[config.mk]
export PLATFORM = sky130hd
export DESIGN_NAME = impq_cell
export DESIGN_NICKNAME = d
export VERILOG_FILES = /design/src/design/impq_pkg.sv /design/src/design/impq_cell.sv
export SDC_FILE = /design/constraint.sdc
export NUM_CORES = 1
export LEC_CHECK = 0
export BUFFER_PORTS_ARGS = -buffer_cell sky130_fd_sc_hd__buf_2
export CAP_MARGIN = 20
export CELL_PAD_IN_SITES_DETAIL_PLACEMENT = 1
export CELL_PAD_IN_SITES_GLOBAL_PLACEMENT = 1
export CORE_MARGIN = 2
export CORE_UTILIZATION = 35
export CTS_CLUSTER_SIZE = 14
export DETAILED_ROUTE_END_ITERATION = 8
export HOLD_SLACK_MARGIN = 0.15
export PLACE_DENSITY = 0.82
export SLEW_MARGIN = 20
export SYNTH_ARGS = -nofsm -noshare
export SYNTH_HDL_FRONTEND = slang
export SYNTH_SLANG_ARGS = --single-unit
export TNS_END_PERCENT = 10
[constraint.sdc]
create_clock -name clk -period 8.8 [get_ports clk]
set_input_delay 1.32 -clock clk [delete_from_list [all_inputs] [get_ports clk]]
set_output_delay 1.32 -clock clk [all_outputs]
set_load 0.01 [all_outputs]
[src/design/impq_pkg.sv]
// Shared types and constants for the indexed max priority queue.
// No dependencies; used by impq_cell and indexed_max_priority_queue.
`timescale 1ns / 1ps
`default_nettype none

package impq_pkg;

  // Fixed field widths of the transaction payloads
  localparam int KEY_BITS    = 6;
  localparam int AMOUNT_BITS = 10;
  localparam int MODE_BITS   = 2;
  localparam int STATUS_BITS = 2;

  // Defaults for the top-level parameters
  localparam int ENTRIES_DEF    = 64;
  localparam int LEVEL_BITS_DEF = 16;
  localparam int STAMP_BITS_DEF = 32;

  // Operation codes on the mode field
  localparam logic [MODE_BITS-1:0] MODE_INSERT   = 2'd0;
  localparam logic [MODE_BITS-1:0] MODE_INCREASE = 2'd1;
  localparam logic [MODE_BITS-1:0] MODE_REMOVE   = 2'd2;
  localparam logic [MODE_BITS-1:0] MODE_QUERY    = 2'd3;

  // Result status codes
  localparam logic [STATUS_BITS-1:0] STATUS_DONE    = 2'd0;
  localparam logic [STATUS_BITS-1:0] STATUS_PRESENT = 2'd1;
  localparam logic [STATUS_BITS-1:0] STATUS_ABSENT  = 2'd2;

  // Command broadcast to every cell of the chain for one update cycle
  typedef struct packed {
    logic ins;  // place the new entry in rank order
    logic inc;  // move the raised entry forward to its new rank
    logic del;  // close the gap left by the removed entry
  } op_t;

endpackage

`default_nettype wire

[src/design/impq_cell.sv]
// One slot of the sorted entry chain: holds an entry and ranks it against
// the broadcast new and reference entries. Depends on impq_pkg.
`timescale 1ns / 1ps
`default_nettype none

module impq_cell #(
  parameter int LEVEL_BITS = impq_pkg::LEVEL_BITS_DEF,
  parameter int STAMP_BITS = impq_pkg::STAMP_BITS_DEF
) (
  input  wire                          clk,
  input  wire                          rst,
  input  wire impq_pkg::op_t           op,
  input  wire [impq_pkg::KEY_BITS-1:0] lookup_key,
  // entry being placed (insert or raised entry)
  input  wire [LEVEL_BITS-1:0]         n_level,
  input  wire [STAMP_BITS-1:0]         n_stamp,
  input  wire [impq_pkg::KEY_BITS-1:0] n_key,
  // entry as it stood before the operation (increase or remove)
  input  wire [LEVEL_BITS-1:0]         r_level,
  input  wire [STAMP_BITS-1:0]         r_stamp,
  input  wire [impq_pkg::KEY_BITS-1:0] r_key,
  // neighbor toward the top
  input  wire                          prev_valid,
  input  wire [LEVEL_BITS-1:0]         prev_level,
  input  wire [STAMP_BITS-1:0]         prev_stamp,
  input  wire [impq_pkg::KEY_BITS-1:0] prev_key,
  input  wire                          prev_shift,
  // neighbor toward the tail
  input  wire                          next_valid,
  input  wire [LEVEL_BITS-1:0]         next_level,
  input  wire [STAMP_BITS-1:0]         next_stamp,
  input  wire [impq_pkg::KEY_BITS-1:0] next_key,
  // own entry
  output logic                         e_valid,
  output logic [LEVEL_BITS-1:0]        e_level,
  output logic [STAMP_BITS-1:0]        e_stamp,
  output logic [impq_pkg::KEY_BITS-1:0] e_key,
  output logic                         shift,
  output logic                         match
);

  logic                          beats_n;
  logic                          beats_r;
  logic                          r_beats;
  logic                          take_next;
  logic                          e_valid_next;
  logic [LEVEL_BITS-1:0]         e_level_next;
  logic [STAMP_BITS-1:0]         e_stamp_next;
  logic [impq_pkg::KEY_BITS-1:0] e_key_next;

  // Rank order: higher level, then smaller stamp, then smaller key
  assign beats_n = e_valid && ((e_level > n_level) ||
                   ((e_level == n_level) && ((e_stamp < n_stamp) ||
                   ((e_stamp == n_stamp) && (e_key < n_key)))));
  assign beats_r = e_valid && ((e_level > r_level) ||
                   ((e_level == r_level) && ((e_stamp < r_stamp) ||
                   ((e_stamp == r_stamp) && (e_key < r_key)))));
  assign r_beats = e_valid && ((r_level > e_level) ||
                   ((r_level == e_level) && ((r_stamp < e_stamp) ||
                   ((r_stamp == e_stamp) && (r_key < e_key)))));

  assign match = e_valid && (e_key == lookup_key);

  // Shift toward the tail inside the window opened by the placed entry;
  // on increase the window ends at the entry's old slot.
  always_comb begin
    priority if (op.ins) begin
      shift = !beats_n;
    end else if (op.inc) begin
      shift = e_valid && !beats_n && !r_beats;
    end else begin
      shift = 1'b0;
    end
  end

  // At or behind the removed entry: pull from the tail side
  assign take_next = op.del && !beats_r;

  // Next entry selection
  always_comb begin
    priority if (shift && prev_shift) begin
      e_valid_next = prev_valid;
      e_level_next = prev_level;
      e_stamp_next = prev_stamp;
      e_key_next   = prev_key;
    end else if (shift) begin
      e_valid_next = 1'b1;
      e_level_next = n_level;
      e_stamp_next = n_stamp;
      e_key_next   = n_key;
    end else if (take_next) begin
      e_valid_next = next_valid;
      e_level_next = next_level;
      e_stamp_next = next_stamp;
      e_key_next   = next_key;
    end else begin
      e_valid_next = e_valid;
      e_level_next = e_level;
      e_stamp_next = e_stamp;
      e_key_next   = e_key;
    end
  end

  always_ff @(posedge clk) begin
    if (rst) begin
      e_valid <= 1'b0;
    end else begin
      e_valid <= e_valid_next;
    end
  end

  // Payload carries no reset; it is only read while valid
  always_ff @(posedge clk) begin
    e_level <= e_level_next;
    e_stamp <= e_stamp_next;
    e_key   <= e_key_next;
  end

endmodule

`default_nettype wire

==> results.py, run 1 <==
metrics = {
    "yosys": {
        "async_reset_ff_share_pct": 0,
        "avgSynthCellArea_um2": 9.74,
        "synth_xor_area_share_pct": 0.839,
        "synthCells": 643,
        "synth_top_area_share_pct": 25.9,
        "synth_ff_type": "edfxtp_1",
        "synth_mux_area_share_pct": 8.63,
        "synth_common_cells": "inv_1 (111), ha_1 (107), a21oi_2 (100), edfxtp_1 (54), mux2i_1 (54)",
        "synth_compound_gate_area_share_pct": 24.6,
        "ys_ff_latch": 55,
        "yosysWarnings": 0,
        "synthTopCellsByArea": "edfxtp_1 (26%), ha_1 (21%), a21oi_2 (14%), mux2i_1 (8.6%), inv_1 (6.7%)",
        "synth_top_family_by_area": "compound AO/OA/AOI/OAI gates",
        "ys_seq_area_share_pct": 26.2,
        "synthesis.nets": 980,
        "synth_simple_gate_area_share_pct": 7.39,
        "syn_area_mm2": 0.00626,
        "synth_edf_count": 54,
        "synth.distinct_cells": 55,
        "yosysTopAreaCell": "edfxtp_1",
        "synthAdderAreaFrac_pct": 21.4,
        "yosysMostFrequentCell": "inv_1",
    },
    "sta": {
        "min_period_over_period_pct": 59.8,
        "worstMarginPinSlew_ns": 1.04,
        "finalHoldViolations": 0,
        "fmax_ghz": 0.190,
        "rsz0062_at_grt": "no",
        "fin_skew_ns": 0.0130,
        "slew_headroom_pct": 31.0,
        "layout_min_cycle_time_ns": 5.26,
        "setup_viol": 0,
        "timing.final.max_slew_violations": 0,
        "setup-tns-final_ns": 0,
    },
    "clocking": {
        "htree_num_levels": 2,
        "cts_made_buffers": 5,
        "postCtsSetupBuffers": 0,
        "cts_tree": "yes",
        "clockBufferDepth": 2,
        "clock-sinks": 55,
        "ctsResizeCount": 0,
        "cts-root-buf": "clkbuf_16",
        "hold_buffers": 0,
        "clk_pin_slew_ns": 0.08,
        "clock_latency_ns": 0.31,
    },
    "layout": {
        "nets": 1254,
        "nFillCells": 2124,
        "post-route-cell-area_mm2": 0.00795,
        "drive_gt1_share_pct": 44.2,
        "syn_to_final_growth_pct": 26.8,
    },
    "status": {
        "status": "finished, final reports clean",
    },
    "worst_setup_path": {
        "required_ns": 7.48,
        "crit_arrival_ns": 3.94,
        "critPathLaunchType": "primary input",
        "critPathKind": "primary input to output port",
        "cp_max_fo": 16,
        "crit_path_end_kind": "output port",
    },
    "routing": {
        "route.vias.total": 5983,
        "drt-pass1-iter-count": 4,
        "viasPerCell": 5.22,
        "drc_errors": 0,
        "routed_wl_mm": 21.4,
        "postRouteAntennaNets": 0,
        "drt_iter0_markers": 170,
        "routedWlPerCell_um": 18.6,
    },
    "floorplanning": {
        "die_x_um": 138,
        "core_area_mm2": 0.0174,
        "io_pins": 287,
        "start_util_pct": 36.0,
        "rows": 48,
        "fp.dieH_um": 138,
        "dieArea_mm2": 0.0190,
    },
    "global_routing": {
        "grt_first_pass_wirelength_mm": 32.1,
        "grt_usage_pct": 21.9,
        "grt_max_degree": 56,
        "globalRouteOverflowTotal": 0,
        "antenna_found_initial": 5,
        "first_global_vias": 6525,
    },
    "placement": {
        "placed_area_mm2": 0.00777,
        "gp_congestion": 0.792,
        "portBuffers": 286,
        "hpwl_mm": 17.3,
    },
    "min_path": {
        "min_path_type": "flip-flop to flip-flop",
    },
    "power_and_ir_drop": {
        "power_density_mw_per_mm2": 179,
        "ir_drop_mv": 0.140,
        "p_leak_uw": 0.00413,
    },
    "job": {
        "cap_violations": 0,
    },
}
-- power by group --
part	internal, uW	switching (uW)
clock	133	101
sequential	386	68.8
combinational	303	427
-- worst max-delay path, stage by stage --
cell and delay (ns):
buf_2 0.12, inv_1 0.05, ha_1 0.28, nand4_1 0.23, nor4_1 0.55, o41ai_1 0.20, a32o_1 0.36, o21ai_4 0.25
nand2_1 0.33, inv_4 0.12, buf_2 0.13
-- registers in the layout, indices dropped and copies added, names as in the netlist --
signal,cells
e_stamp,32
e_level,16
e_key,6
e_valid,1
-- cell type report --
class / count / area, um2 / area share, %
diodes: 3 / 7.51 / 0.0945
clock buffers: 5 / 125 / 1.57
clock inverters: 3 / 38.8 / 0.488
inverters: 112 / 423 / 5.32
multi-input cells: 453 / 3960 / 49.9
flip-flops and latches: 55 / 1640 / 20.7
well taps: 225 / 282 / 3.54
repair buffers: 290 / 1460 / 18.4
-- layout by cell type, fill, tap and decap left out, types with 13 or more instances in the layout --
cell      synthesis  layout
buf_2             0     285
ha_1            107     107
nand2_1          16      16
mux2i_1          54      54
nand4_1          17      17
o21ai_0          14      13
inv_1           111     111
a21oi_2         100     100
edfxtp_1         54      54
a21oi_1          48      48
-- kinds of logic (layout without fill, tap and decap cells) --
group                    Yosys count  in the layout
flip-flops                        55             55
multiplexers                      54             54
XOR/XNOR                           6              6
other                              0              3
buffers and inverters            135            410
AND/OR/NAND/NOR                   79             79
adder cells (fa/ha/maj)          107            107
AO/OA/AOI/OAI                    207            207
-- metrics by stage --
step                hold slack, ns  setup slack [ns]  instances  util, %  power, uW
finish                       0.715              3.54       1146     45.6       1420
floorplan                    0.566              1.77        643        -        942
global route                 0.739              3.32       1146     45.6       1540
CTS                          0.714              3.41       1143     45.6       1440
global placement             0.706              3.49       1135     44.6       1160
detailed placement           0.710              3.42       1135     44.6       1200
-- metal layers --
metal	GRT usage [%]	part of all wire, %
met1	24.5	40
met4	5.33	1.5
met2	41.2	51
met3	5.70	7.7
met5	0	0.11
-- worst paths after layout --
kind	depth (start not counted)	to	from	slack [ns]
setup reg to reg	10	e_stamp[31]	e_stamp[29]	4.78
setup / recovery	11	shift	n_stamp[31]	3.54
hold reg to reg	2	e_valid	e_valid	0.72
hold / removal	2	e_valid	e_valid	0.72
No activity file was read; power rests on OpenSTA's default activity.
==> run 2, diff against run 1 <==
==> constraint.sdc (replaced) <==
create_clock -name clk -period 5 [get_ports clk]
set_input_delay 0.75 -clock clk [delete_from_list [all_inputs] [get_ports clk]]
set_output_delay 0.75 -clock clk [all_outputs]
set_load 0.01 [all_outputs]
==> results.py, run 2 (synthesized netlist as in run 1, its figures left out) <==
metrics = {
    "floorplanning": {
        "fp.dieH_um": 138,
        "dieArea_mm2": 0.0190,
        "core_area_mm2": 0.0174,
        "start_util_pct": 36.0,
        "rows": 48,
        "die_x_um": 138,
        "io_pins": 287,
    },
    "worst_setup_path": {
        "crit_arrival_ns": 3.28,
        "cpPeakStageDelay_ns": 0.56,
        "critPathBufInv": 4,
        "timing.rr.end": "e_level[15]",
        "critPathLaunchType": "primary input",
        "timing.rr.start": "e_stamp[10]",
        "critPathMostFrequentCell": "buf_2",
        "crit_path_end_kind": "output port",
        "cp_cell_sequence": "buf_2 > inv_1 > ha_1 > nand4_1 > nor4_1 > o41ai_1 > a32o_1 > o21ai_4 > nand2_1 > inv_4 > buf_2",
        "reg2reg_depth": 11,
        "cp_max_fo": 15,
        "critPathKind": "primary input to output port",
        "cp_slowest_cell": "nor4_1",
        "ff2ff_setup_slack_ns": 1.24,
        "crit_family": "simple AND/OR/NAND/NOR gates",
        "required_ns": 4.25,
    },
    "min_path": {
        "min_path_type": "primary input to flip-flop",
        "hp-start": "rst",
        "worst_hold_path.endpoint": "e_valid",
        "hold_depth": 3,
    },
    "clocking": {
        "cts_tree": "yes",
        "clock-sinks": 55,
        "htree_num_levels": 2,
        "clockBufferDepth": 2,
        "clock_latency_ns": 0.30,
        "hold_buffers": 0,
        "cts_made_buffers": 5,
        "clk_pin_slew_ns": 0.08,
        "ctsResizeCount": 0,
        "cts-root-buf": "clkbuf_16",
        "postCtsSetupBuffers": 0,
    },
    "placement": {
        "gp_congestion": 0.816,
        "post-place-ws_ns": 0.739,
        "portBuffers": 286,
        "hpwl_mm": 17.8,
    },
    "sta": {
        "fmax_ghz": 0.248,
        "timing.final.max_slew_violations": 0,
        "slew_headroom_pct": 29.8,
        "rsz0062_at_grt": "no",
        "worstMarginPinSlew_ns": 1.05,
        "layout_min_cycle_time_ns": 4.03,
        "setup_ws_ns": 0.968,
        "finalHoldViolations": 0,
        "setup-tns-final_ns": 0,
        "setup_viol": 0,
        "fin_skew_ns": 0.00689,
        "whs_ns": 0.684,
        "min_period_over_period_pct": 80.6,
    },
    "routing": {
        "drt_iter0_markers": 108,
        "routedWlPerCell_um": 18.7,
        "routed_wl_mm": 21.5,
        "drt-pass1-iter-count": 4,
        "route.vias.total": 5950,
        "drc_errors": 0,
        "postRouteAntennaNets": 0,
        "viasPerCell": 5.19,
    },
    "global_routing": {
        "grt_use_met2_pct": 41.7,
        "grt_use_met3_pct": 4.75,
        "globalRouteOverflowTotal": 0,
        "gr-usage-met1_pct": 26.2,
        "grt_usage_pct": 22.7,
        "antenna_found_initial": 3,
        "grt_max_degree": 56,
        "grt_first_pass_wirelength_mm": 33.0,
        "grt.busiest_layer": "met2",
        "first_global_vias": 6473,
    },
    "power_and_ir_drop": {
        "p_leak_uw": 0.00413,
        "ir_drop_mv": 0.169,
        "power_density_mw_per_mm2": 309,
    },
    "layout": {
        "largestRegisters": "e_stamp (32), e_level (16), e_key (6)",
        "mostFrequentLayoutCell": "buf_2",
        "nets": 1256,
        "max_flop_register": "e_stamp",
        "syn_to_final_growth_pct": 26.6,
        "layout_common_cells": "buf_2 (285), inv_1 (111), ha_1 (107), a21oi_2 (100)",
        "drive_gt1_share_pct": 44.1,
        "largest_register_ffs": 32,
    },
    "status": {
        "status": "finished, final reports clean",
    },
    "job": {
        "cap_violations": 0,
    },
}
==> run 2: per-stage QoR <==
stage / utilization [%] / cell area [um2] / total power [uW] / std cells
floorplan: - / 6260 / 1650 / 643
global placement: 44.7 / 7790 / 2060 / 1137
detailed placement: 44.7 / 7790 / 2120 / 1137
CTS: 45.5 / 7930 / 2490 / 1145
global route: 45.5 / 7930 / 2660 / 1147
finish: 45.5 / 7930 / 2450 / 1147
==> run 2: layer usage <==
layer	wire (um)	up-vias	part of all wire, %
li1	-	2903	-
met1	8770	2816	41
met2	10900	198	51
met3	1410	31	6.6
met4	424	2	2.0
met5	13	-	0.060
==> run 2: power breakdown <==
| part | internal (uW) | leakage (uW) | switching [uW] | total (uW) |
|---|---|---|---|---|
| clock | 184 | 0.0000659 | 174 | 358 |
| combinational | 538 | 0.00352 | 752 | 1290 |
| sequential | 678 | 0.000542 | 122 | 800 |
==> run 2: how the worst max path moves through the flow <==
stage,slack (ns),end,depth (start not counted),from
after CTS,0.85,shift,11,n_stamp[30]
after global routing,0.75,shift,11,n_stamp[29]
after global placement,0.84,shift,11,n_stamp[31]
after floorplan,0.004,e_key[0],9,r_stamp[10]
after detailed placement,0.74,e_level[9],11,r_stamp[7]
final,0.97,shift,11,n_stamp[30]
==> run 2: area by class of cell <==
type	instances	area, um2
Timing Repair Buffer	292	1480
Clock inverter	2	7.51
Inverter	112	423
Clock buffer	6	129
Sequential cell	55	1640
Fill cell	2145	9490
Antenna cell	2	5.00
Multi-Input combinational cell	453	3960
Tap cell	225	282
==> run 2: worst register-to-register path, stage by stage, from the launching register on <==
cell and delay (ns):
edfxtp_1 0.44, inv_1 0.07, ha_1 0.31, a21oi_1 0.16, nand2_1 0.06, a221oi_1 0.30
o211ai_1 0.15, a21oi_1 0.43, o21ai_0 0.17, o211a_1 0.17, o21ai_4 0.79, buf_4 0.40
